--- src/rtl/bitmap_id_allocator_defines.svh ---
// Assertion macros for the bitmap identifier allocator.
`ifndef BITMAP_ID_ALLOCATOR_DEFINES_SVH
`define BITMAP_ID_ALLOCATOR_DEFINES_SVH
`ifndef SYNTHESIS
`define BIA_ASSERT(lbl, clk, rst, prop, msg) \
  lbl: assert property (@(posedge clk) disable iff (rst) (prop)) else $error(msg);
`define BIA_ASSERT_IMPL(lbl, clk, rst, ante, cons, msg) \
  lbl: assert property (@(posedge clk) disable iff (rst) (ante) |-> (cons)) else $error(msg);
`else
`define BIA_ASSERT(lbl, clk, rst, prop, msg)
`define BIA_ASSERT_IMPL(lbl, clk, rst, ante, cons, msg)
`endif
`endif

--- src/rtl/bia_pkg.sv ---
// Shared constants, types and helpers of the bitmap identifier allocator.
`default_nettype none
package bia_pkg;
  // Supported: 64 <= ID_COUNT <= 32768 (at most 32 summary groups).
  localparam int ID_COUNT  = 32768;
  localparam int WORD_W    = 32;
  localparam int BIT_W     = 5;
  localparam int ID_W      = 15;
  localparam int WORDS     = ID_COUNT / WORD_W;
  localparam int WADDR     = $clog2(WORDS);
  localparam int GROUPS    = (WORDS + WORD_W - 1) / WORD_W;
  localparam int GRP_W     = (GROUPS > 1) ? $clog2(GROUPS) : 1;
  localparam int WIDX_W    = GRP_W + BIT_W;
  localparam int IDX_W     = WIDX_W + BIT_W;
  localparam int ID_LIMIT  = WORDS * WORD_W;
  localparam int RESERVED_IDS = 2;

  localparam logic [WORD_W-1:0] FULL_WORD     = 32'hffff_ffff;
  localparam logic [WORD_W-1:0] RESERVED_MASK = 32'd3;
  // groups beyond the last real one read as full
  localparam logic [WORD_W-1:0] TOP_RESET =
    WORD_W'(~((64'd1 << GROUPS) - 64'd1));

  localparam logic CMD_ALLOC   = 1'b0;
  localparam logic CMD_RELEASE = 1'b1;

  typedef enum logic [2:0] {
    S_CLEAR,
    S_IDLE,
    S_SUM,
    S_WORD,
    S_REL
  } state_t;

  // Initial summary word of a group: words past the end are marked full.
  function automatic logic [WORD_W-1:0] sum_init(input logic [GRP_W-1:0] g);
    logic [WORD_W-1:0] v;
    v = '0;
    for (int k = 0; k < WORD_W; k++) begin
      if (int'(g) * WORD_W + k >= WORDS) v[k] = 1'b1;
    end
    return v;
  endfunction
endpackage
`default_nettype wire

--- src/rtl/bia_ffz.sv ---
// Lowest-clear-bit encoder over one 32-bit word.
`default_nettype none
module bia_ffz (
  input  logic [bia_pkg::WORD_W-1:0] word,
  output logic [bia_pkg::BIT_W-1:0]  idx,
  output logic                       full
);
  logic [bia_pkg::WORD_W-1:0] onehot;

  always_comb begin
    onehot = ~word & (word + bia_pkg::WORD_W'(1));
    idx    = '0;
    for (int i = 0; i < bia_pkg::WORD_W; i++) begin
      if (onehot[i]) idx = idx | bia_pkg::BIT_W'(i);
    end
    full = &word;
  end
endmodule
`default_nettype wire

--- config.mk ---
export PLATFORM = sky130hd
export DESIGN_NAME = bia_ffz
export DESIGN_NICKNAME = d
export VERILOG_FILES = /design/src/rtl/bitmap_id_allocator_defines.svh /design/src/rtl/bia_pkg.sv /design/src/rtl/bia_ffz.sv
export SDC_FILE = /design/constraint.sdc
export NUM_CORES = 1
export LEC_CHECK = 0
export BUFFER_PORTS_ARGS = -buffer_cell sky130_fd_sc_hd__buf_2
export CORE_AREA = 2 2 39 41
export DETAILED_ROUTE_END_ITERATION = 10
export DIE_AREA = 0 0 41 43
export PLACE_DENSITY = 0.82
export SETUP_SLACK_MARGIN = 0.3
export SLEW_MARGIN = 20
export SYNTH_ARGS = -nofsm -noshare
export SYNTH_HDL_FRONTEND = slang
export SYNTH_SLANG_ARGS = --single-unit
--- constraint.sdc ---
create_clock -name vclk -period 4.8
set_input_delay 0.96 -clock vclk [all_inputs]
set_output_delay 0.96 -clock vclk [all_outputs]
set_load 0.03 [all_outputs]
Yosys cells after proc, flatten, opt, wreduce, memory -nomap -nowiden. Cells that the tools add are included.

$add $sub $neg: 1. Multiply operators: 0. Div/mod/pow operators: 0. Magnitude comparators: 0. Eq/ne operators: 0. Shift-type cells: 0. Multiplexer cells: 31. Bitwise gates (word level): 2. Reductions and logical operators: 1.

Operators with widths (count): 5-bit 2-to-1 mux (16); 32-bit by 1-bit adder with 32-bit output, second input constant (1); 32-bit bitwise AND (1); 4-bit 2-to-1 mux (8); 32-bit NOT (1); 32-bit AND reduction (1); 3-bit 2-to-1 mux (4); 2-bit 2-to-1 mux (2); 1-bit 2-to-1 mux (1).

Bits in registers: 0. Latch bits: 0. Memory bits (writable): 0. ROM bits: 0. Bits of input ports: 32. Memories: 0.

Logic depth before layout (Yosys ltp). Gate-level depths: netlist (run 1).

Depth after elaboration: 33. Gate-level depth with buffers: 5. Gate-level depth less buffers: 5.

Worst setup path after synthesis (run 1). Ideal clock, no wire load.

Path kind: input -> output. Start point: input port word[25] in the netlist's numbering. End point: output port full. Data arrival time: 2.608 ns. Path slack: 1.232 ns. Stages on the path: 3. Path buffers: 0. Path through: nand3_1 -> or4_4 -> nor4_1.

Word-level cells in the longest chain between the ends: 1.

RTL lines: start, declared (RTL line bia_ffz.sv:4) `input logic [bia_pkg::WORD_W-1:0] word,`; 32-bit AND reduction (RTL line bia_ffz.sv:16) `full = &word;`; end, declared (RTL line bia_ffz.sv:6) `output logic full`.

No other way between the ends.

Worst setup path in the final report (run 1).
Start point: input port word[1] in the netlist's numbering. End point: output port idx[0] in the netlist's numbering.

Word-level cells in the longest chain between the ends: 33.

RTL lines: 32-bit by 1-bit adder with 32-bit output or 32-bit NOT (tied branches) (RTL line bia_ffz.sv:11) `onehot = ~word & (word + bia_pkg::WORD_W'(1));`; 32-bit bitwise AND (*) (RTL line bia_ffz.sv:11); 1-bit 2-to-1 mux (RTL line bia_ffz.sv:14) `if (onehot[i]) idx = idx | bia_pkg::BIT_W'(i);`; 2-bit 2-to-1 mux (2 in series) (RTL line bia_ffz.sv:14); 3-bit 2-to-1 mux (4 in series) (RTL line bia_ffz.sv:14); 4-bit 2-to-1 mux (8 in series) (RTL line bia_ffz.sv:14); 5-bit 2-to-1 mux (15 in series) (RTL line bia_ffz.sv:14); 5-bit 2-to-1 mux (*) (RTL line bia_ffz.sv:14); end, declared (RTL line bia_ffz.sv:5) `output logic [bia_pkg::BIT_W-1:0] idx,`.

Mark *: on every way between the ends. The rest lies on a longest branch, timed or not.

==> impl_metrics.py, run 1 <==
metrics = {
    "outcome": {
        "status": "completed",
    },
    "routing": {
        "wl_per_cell_um": 11.9,
        "drt_iter0_markers": 17,
        "dr.pass1.iters": 4,
        "vias_per_cell": 5.94,
        "drc": 0,
        "wl_um": 1680,
        "vias": 838,
        "drtAntennaViolNets": 0,
    },
    "yosys": {
        "yosys.area_share.simple_pct": 65.0,
        "synth_fa_ha_area_share_pct": 0,
        "synth_common_cells": "nand4_1 (11), inv_1 (10), nand2_1 (9), nand3_1 (8), o21ai_0 (7)",
        "syn-cell-area_um2": 508,
        "yosysWarnings": 0,
        "synth_top_area_share_pct": 13.5,
        "ys_seq_area_share_pct": 0,
        "synth_area_per_cell_um2": 5.84,
        "syn_nets": 119,
        "synth_top_area_cell": "nand4_1",
        "synth_compound_area_share_pct": 27.6,
        "synth.most_common_cell": "nand4_1",
        "synth_mux_area_share_pct": 0,
        "synthCells": 87,
        "yosysUniqueCellTypes": 30,
        "synth_xor_area_share_pct": 0,
        "synth_area_leaders": "nand4_1 (14%), nand3_1 (7.9%), inv_1 (7.4%)",
        "synth_top_family_by_area": "simple AND/OR/NAND/NOR gates",
    },
    "grt": {
        "grt_pass1_wl_um": 2640,
        "grt_max_degree": 8,
        "grt_pass1_vias": 712,
        "grt_antenna_before_repair": 0,
        "gr-total-overflow": 0,
        "grt_usage_pct": 19.9,
    },
    "hold_path": {
        "holdPathEnd": "full",
        "hold_path.class": "in2out",
        "hold_depth": 4,
        "hold_path.startpoint": "word[31]",
    },
    "critical_path": {
        "startpoint": "word[1]",
        "critPathKind": "in2out",
        "path_buf_inv": 2,
        "cpLargestDelayFamily": "simple AND/OR/NAND/NOR gates",
        "cp-start-kind": "input pin",
        "crit_path_max_incr_delay_ns": 0.64,
        "required_ns": 3.84,
        "cp-end-kind": "primary output",
        "crit_path_top_delay_cell": "nor4_1",
        "cp_cell_sequence": "buf_2, nand4_1, nor4_1, and2_1, nor4_1, nand3_1, buf_2",
        "crit_fanout": 7,
        "arrival_ns": 2.48,
    },
    "place": {
        "postPlaceCellArea_um2": 718,
        "pre_cts_ws_ns": 1.35,
        "gp_congestion": 0.899,
        "io_buffer_count": 38,
        "dp_hpwl_um": 1430,
    },
    "power": {
        "p_per_area_nw_per_um2": 58.6,
        "vdd_drop_max_uv": 25.2,
        "p_leak_uw": 0.000336,
    },
    "cts": {
        "cts_resized": 0,
        "cts_setup_buffers": 0,
        "cts_hold_buf": 0,
    },
    "layout": {
        "seq_area_um2": 0,
        "layout.nets": 159,
        "final_area_um2": 718,
        "fillCellCount": 152,
        "design.seq.count": 0,
        "drive_above_1_share_pct": 32.8,
        "nClkBuffers": 0,
        "areaGrowthSynthToFinish_pct": 41.4,
        "diodes": 0,
    },
    "die": {
        "fp.dieH_um": 43,
        "num_io_pins": 38,
        "row_count": 14,
        "dieArea_um2": 1760,
        "die_w_um": 41,
        "start_util_pct": 36.7,
        "coreArea_um2": 1380,
    },
    "sta": {
        "post-route-min-period_ns": 3.44,
        "period_share_pct": 71.6,
        "worst_pin_slew_ns": 0.636,
        "maxSlewHeadroom_pct": 57.2,
        "setup_ws_ns": 1.36,
        "max_freq_mhz": 291,
        "rsz0062_at_grt": "no",
        "setup_viol": 0,
        "drv_slew": 0,
        "tns_ns": 0,
        "finalHoldViolCount": 0,
    },
    "flow_run": {
        "max_cap_viol_count": 0,
    },
}
==> layout by cell type (no fill, tap or decap), types with 2 or more instances in the layout <==
cell type / n
nor3_1: 2
nand3_1: 8
inv_1: 10
buf_2: 38
a31oi_1: 2
nor4_1: 6
nand4_1: 11
nand4b_1: 3
nor2b_1: 6
nand2_1: 9
o21ai_0: 7
nor2_1: 4
==> cell type report <==
type | instances | area (µm²) | share of cell area [%]
tap | 16 | 20.0 | 2.79
timing repair buffer | 38 | 190 | 26.5
multi-input combinational | 77 | 470 | 65.5
inverter | 10 | 37.5 | 5.23
==> logic make-up (layout without fill, tap and decap cells) <==
family,after synthesis,count (layout)
AO/OA/AOI/OAI,21,21
buffers and inverters,10,48
AND/OR/NAND/NOR,56,56
==> stage by stage <==
step           utilization (%)  total power [µW]  std cells  hold slack (ns)
6_report                  51.9              42.1        141             2.27
5_1_grt                   51.9              47.1        141             2.30
4_1_cts                   51.9              41.9        141             2.27
3_5_place_dp              51.9              41.6        141             2.27
3_3_place_gp              51.9              40.4        141             2.28
2_1_floorplan                -              16.9         87             2.08
==> metal layers <==
layer  routed length [µm]  GRT usage (%)
met3                  122          0.524
met1                  734           24.1
met4                   14           2.00
met5                    0              0
met2                  809           37.2
==> tightest hold or removal path, delay by kind of cell <==
family | cells | cell delay (ns)
simple gates | 1 | 0.04
buf+inv | 3 | 0.31
==> power breakdown <==
group,internal (µW),leakage (µW),total [µW],switching (µW)
combinational,18.1,0.000336,42.1,24.0
clock,0,0,0,0
sequential,0,0,0,0
total,18.1,0.000336,42.1,24.0
==> worst max-delay path by stage <==
stage          endpoint  slack [ns]  depth (start not counted)
6_report         idx[0]        1.36                          7
2_1_floorplan      full        1.23                          3
4_1_cts          idx[0]        1.35                          7
3_3_place_gp     idx[0]        1.35                          7
3_5_place_dp     idx[0]        1.35                          7
5_1_grt          idx[0]        1.19                          7
Note: power is estimated with default switching activity, not from simulation.
==> run 2: changes to the inputs <==
==> constraint.sdc (replaced) <==
create_clock -name vclk -period 3.3
set_input_delay 0.66 -clock vclk [all_inputs]
set_output_delay 0.66 -clock vclk [all_outputs]
set_load 0.03 [all_outputs]
==> impl_metrics.py, run 2 (same netlist as run 1, synthesis figures left out) <==
metrics = {
    "routing": {
        "dr.pass1.iters": 4,
        "wl_per_cell_um": 12.1,
        "vias": 845,
        "wl_um": 1710,
        "vias_per_cell": 5.99,
        "drtAntennaViolNets": 0,
        "drc": 0,
        "drt_iter0_markers": 18,
    },
    "sta": {
        "maxSlewHeadroom_pct": 62.0,
        "post-route-min-period_ns": 2.82,
        "max_freq_mhz": 354,
        "tns_ns": 0,
        "rsz0062_at_grt": "no",
        "drv_slew": 0,
        "worst_pin_slew_ns": 0.564,
        "period_share_pct": 85.5,
        "finalHoldViolCount": 0,
        "setup_viol": 0,
    },
    "grt": {
        "grt_usage_pct": 19.9,
        "grt_pass1_vias": 712,
        "grt_antenna_before_repair": 0,
        "grt_pass1_wl_um": 2640,
        "grt_max_degree": 8,
        "gr-total-overflow": 0,
    },
    "power": {
        "p_comb_share_pct": 100.0,
        "seqPwrFrac_pct": 0,
        "internal-power_uw": 26.4,
        "vdd_drop_max_uv": 36.2,
        "fin_total_pwr_uw": 61.6,
        "p_leak_uw": 0.000336,
        "p_sw_uw": 35.2,
        "p_clk_share_pct": 0,
        "p_per_area_nw_per_um2": 85.0,
        "swShare_pct": 57.2,
    },
    "critical_path": {
        "arrival_ns": 2.16,
        "cp-end-kind": "primary output",
        "critPathKind": "in2out",
        "cp_cell_sequence": "buf_2, nand4_1, or4_4, nor3b_2, o31ai_1, nand3_1, buf_2",
        "cpMostUsedCell": "buf_2",
        "crit_fanout": 4,
        "crit_path_top_delay_cell": "or4_4",
        "crit_path_max_incr_delay_ns": 0.56,
        "cp-start-kind": "input pin",
        "required_ns": 2.64,
    },
    "layout": {
        "areaGrowthSynthToFinish_pct": 42.6,
        "seq_area_um2": 0,
        "post-route-util_pct": 52.4,
        "final_cell_mix": "buf_2 (38), nand4_1 (11), inv_1 (10), nand2_1 (9), nand3_1 (8)",
        "layout.nets": 159,
        "drive_above_1_share_pct": 33.6,
        "final_area_um2": 724,
        "final_cell_count_no_fill": 141,
        "design.seq.count": 0,
        "layout_commonest_cell": "buf_2",
        "diodes": 0,
        "nClkBuffers": 0,
    },
    "place": {
        "dp.cells": 141,
        "dp_hpwl_um": 1430,
        "io_buffer_count": 38,
        "postPlaceCellArea_um2": 718,
        "gp_congestion": 0.899,
    },
    "die": {
        "num_io_pins": 38,
        "coreArea_um2": 1380,
        "fp.dieH_um": 43,
        "row_count": 14,
        "start_util_pct": 36.7,
        "dieArea_um2": 1760,
        "die_w_um": 41,
    },
    "cts": {
        "cts_resized": 0,
        "cts_setup_buffers": 0,
        "cts_hold_buf": 0,
    },
    "flow_run": {
        "max_cap_viol_count": 0,
    },
    "outcome": {
        "status": "completed",
    },
    "hold_path": {
        "hold_path.class": "in2out",
    },
}
## run 2: cell types whose count changed in the layout (fill, tap and decap cells not counted)
| cell | previous run | this run |
|---|---|---|
| nor4_1 | 6 | 5 |
| nor4_2 | 0 | 1 |
## run 2: layer usage
metal | global-route usage, % | part of all wire [%] | vias to the layer above
met4 | 2.00 | 0.82 | 0
met1 | 24.1 | 44 | 383
met5 | 0 | 0 | -
met3 | 0.524 | 8.0 | 2
met2 | 37.2 | 47 | 37
li1 | - | - | 423
## run 2: power groups by stage
stage	Combinational [µW]	Clock [µW]	Sequential (µW)
4_1_cts	60.9	0	0
6_report	61.6	0	0
2_1_floorplan	24.6	0	0
5_1_grt	68.7	0	0
3_5_place_dp	60.6	0	0
3_3_place_gp	58.8	0	0
## run 2: metrics by stage
| step | hold WS (ns) | setup slack [ns] |
|---|---|---|
| floorplan | 1.48 | 0.332 |
| global placement | 1.68 | 0.447 |
| detailed placement | 1.67 | 0.454 |
| CTS | 1.67 | 0.445 |
| global route | 1.70 | 0.332 |
| finish | 1.67 | 0.477 |
## run 2: cell type report
class | instances | area, µm²
Fill cell | 155 | 659
Multi-Input combinational cell | 77 | 477
Tap cell | 16 | 20.0
Inverter | 10 | 37.5
Timing Repair Buffer | 38 | 190
## run 2: worst paths after layout
path / start / to / slack (ns) / cells past startpoint
min: word[31] / full / 1.67 / 4
max: word[15] / idx[2] / 0.48 / 7
## run 2: critical path: cells and delay by family
family                 cells  cell delay, ns
AOI/OAI and AO/OA          1            0.13
buffers and inverters      2            0.28
and+or+nand+nor            4            1.09
==> run 3: changes to the inputs <==
--- a/config.mk
+++ b/config.mk
@@ -6,10 +6,12 @@
 export NUM_CORES = 1
 export LEC_CHECK = 0
 export BUFFER_PORTS_ARGS = -buffer_cell sky130_fd_sc_hd__buf_2
-export CORE_AREA = 2 2 39 41
+export CELL_PAD_IN_SITES_DETAIL_PLACEMENT = 1
+export CELL_PAD_IN_SITES_GLOBAL_PLACEMENT = 2
+export CORE_MARGIN = 2
+export CORE_UTILIZATION = 19
 export DETAILED_ROUTE_END_ITERATION = 10
-export DIE_AREA = 0 0 41 43
-export PLACE_DENSITY = 0.82
+export PLACE_DENSITY = 0.89
 export SETUP_SLACK_MARGIN = 0.3
 export SLEW_MARGIN = 20
 export SYNTH_ARGS = -nofsm -noshare
==> impl_metrics.py, run 3 (same netlist as run 1, synthesis figures left out) <==
metrics = {
    "outcome": {
        "status": "completed",
    },
    "critical_path": {
        "crit_path_top_delay_cell": "or4_4",
        "crit_path_max_incr_delay_ns": 0.56,
        "critPathKind": "in2out",
        "cp-end-kind": "primary output",
        "crit_fanout": 4,
        "cpLargestDelayFamily": "simple AND/OR/NAND/NOR gates",
        "required_ns": 2.64,
        "cp-start-kind": "input pin",
        "cp_cell_sequence": "buf_2, nand4_1, or4_4, nor3b_2, o41ai_1, nand3_1, buf_2",
        "arrival_ns": 2.18,
        "path_buf_inv": 2,
        "cpMostUsedCell": "buf_2",
    },
    "sta": {
        "maxSlewHeadroom_pct": 53.4,
        "worst_pin_slew_ns": 0.693,
        "max_freq_mhz": 352,
        "period_share_pct": 86.0,
        "setup_ws_ns": 0.463,
        "post-route-min-period_ns": 2.84,
        "tns_ns": 0,
        "setup_viol": 0,
        "finalHoldViolCount": 0,
        "rsz0062_at_grt": "no",
        "hold_ws_ns": 1.69,
        "drv_slew": 0,
    },
    "place": {
        "pre_cts_ws_ns": 0.315,
        "io_buffer_count": 38,
        "gp_congestion": 0.805,
        "dp_hpwl_um": 1910,
    },
    "power": {
        "vdd_drop_max_uv": 34.6,
        "p_leak_uw": 0.000336,
        "fin_total_pwr_uw": 63.8,
        "p_per_area_nw_per_um2": 85.4,
    },
    "routing": {
        "wl_per_cell_um": 14.1,
        "vias_per_cell": 5.40,
        "drtAntennaViolNets": 0,
        "drt_iter0_markers": 14,
        "dr.pass1.iters": 2,
        "vias": 837,
        "drc": 0,
        "wl_um": 2190,
    },
    "layout": {
        "layout_commonest_cell": "buf_2",
        "final_cell_mix": "buf_2 (38), nand4_1 (11), inv_1 (10), nand2_1 (9), nand3_1 (8)",
        "areaGrowthSynthToFinish_pct": 47.0,
        "layout.nets": 159,
        "diodes": 0,
        "nClkBuffers": 0,
        "drive_above_1_share_pct": 34.4,
        "seq_area_um2": 0,
        "post-route-util_pct": 29.9,
        "design.seq.count": 0,
    },
    "grt": {
        "grt_antenna_before_repair": 0,
        "grt_max_degree": 8,
        "gr-total-overflow": 0,
        "grt_usage_pct": 13.6,
        "grt_pass1_wl_um": 3640,
        "grt_pass1_vias": 845,
    },
    "die": {
        "num_io_pins": 38,
        "coreArea_um2": 2500,
        "die_w_um": 55.7,
        "fp.dieH_um": 55.7,
        "start_util_pct": 20.3,
        "row_count": 18,
        "dieArea_um2": 3100,
    },
    "hold_path": {
        "hold_path.class": "in2out",
    },
    "cts": {
        "cts_hold_buf": 0,
    },
    "flow_run": {
        "max_cap_viol_count": 0,
    },
}
-- run 3: cell counts in the layout (fill, tap and decap cells not counted) --
No cell type changed its count.
-- run 3: final timing paths --
kind                  slack (ns)  endpoint     start  cells after the start
worst max-delay path        0.46    idx[4]  word[14]                      7
worst min-delay path        1.69      full  word[31]                      4
-- run 3: stage by stage --
stage	cells	area [µm²]
6_report	155	747
5_1_grt	155	747
4_1_cts	155	736
3_5_place_dp	155	736
3_3_place_gp	155	736
2_1_floorplan	87	508
-- run 3: tightest hold or removal path, delay by kind of cell --
kind          cells  cell delay [ns]
buf+inv           3             0.33
simple gates      1             0.05
-- run 3: layer usage --
metal	routed length [µm]	GRT usage, %	up-vias
met4	31	2.09	0
met3	121	0.698	4
met2	1050	25.5	34
met5	0	0	-
met1	986	17.2	377
li1	-	-	422
-- run 3: report_power, final --
group	internal (µW)	switching [µW]	total (µW)
clock	0	0	0
sequential	0	0	0
combinational	26.4	37.3	63.8
-- run 3: layout make-up --
cell class	instances	area (µm²)
multi-input cells	77	482
well taps	30	37.5
fillers	342	1750
repair buffers	38	190
inverters	10	37.5
-- run 3: timing repair --
| item | in CTS | in global routing |
|---|---|---|
| buffers inserted | 0 | 0 |
| endpoints found under the setup margin | 0 | 4 |
| endpoints found under the hold margin | 0 | 0 |
| resized for setup | 0 | 2 |
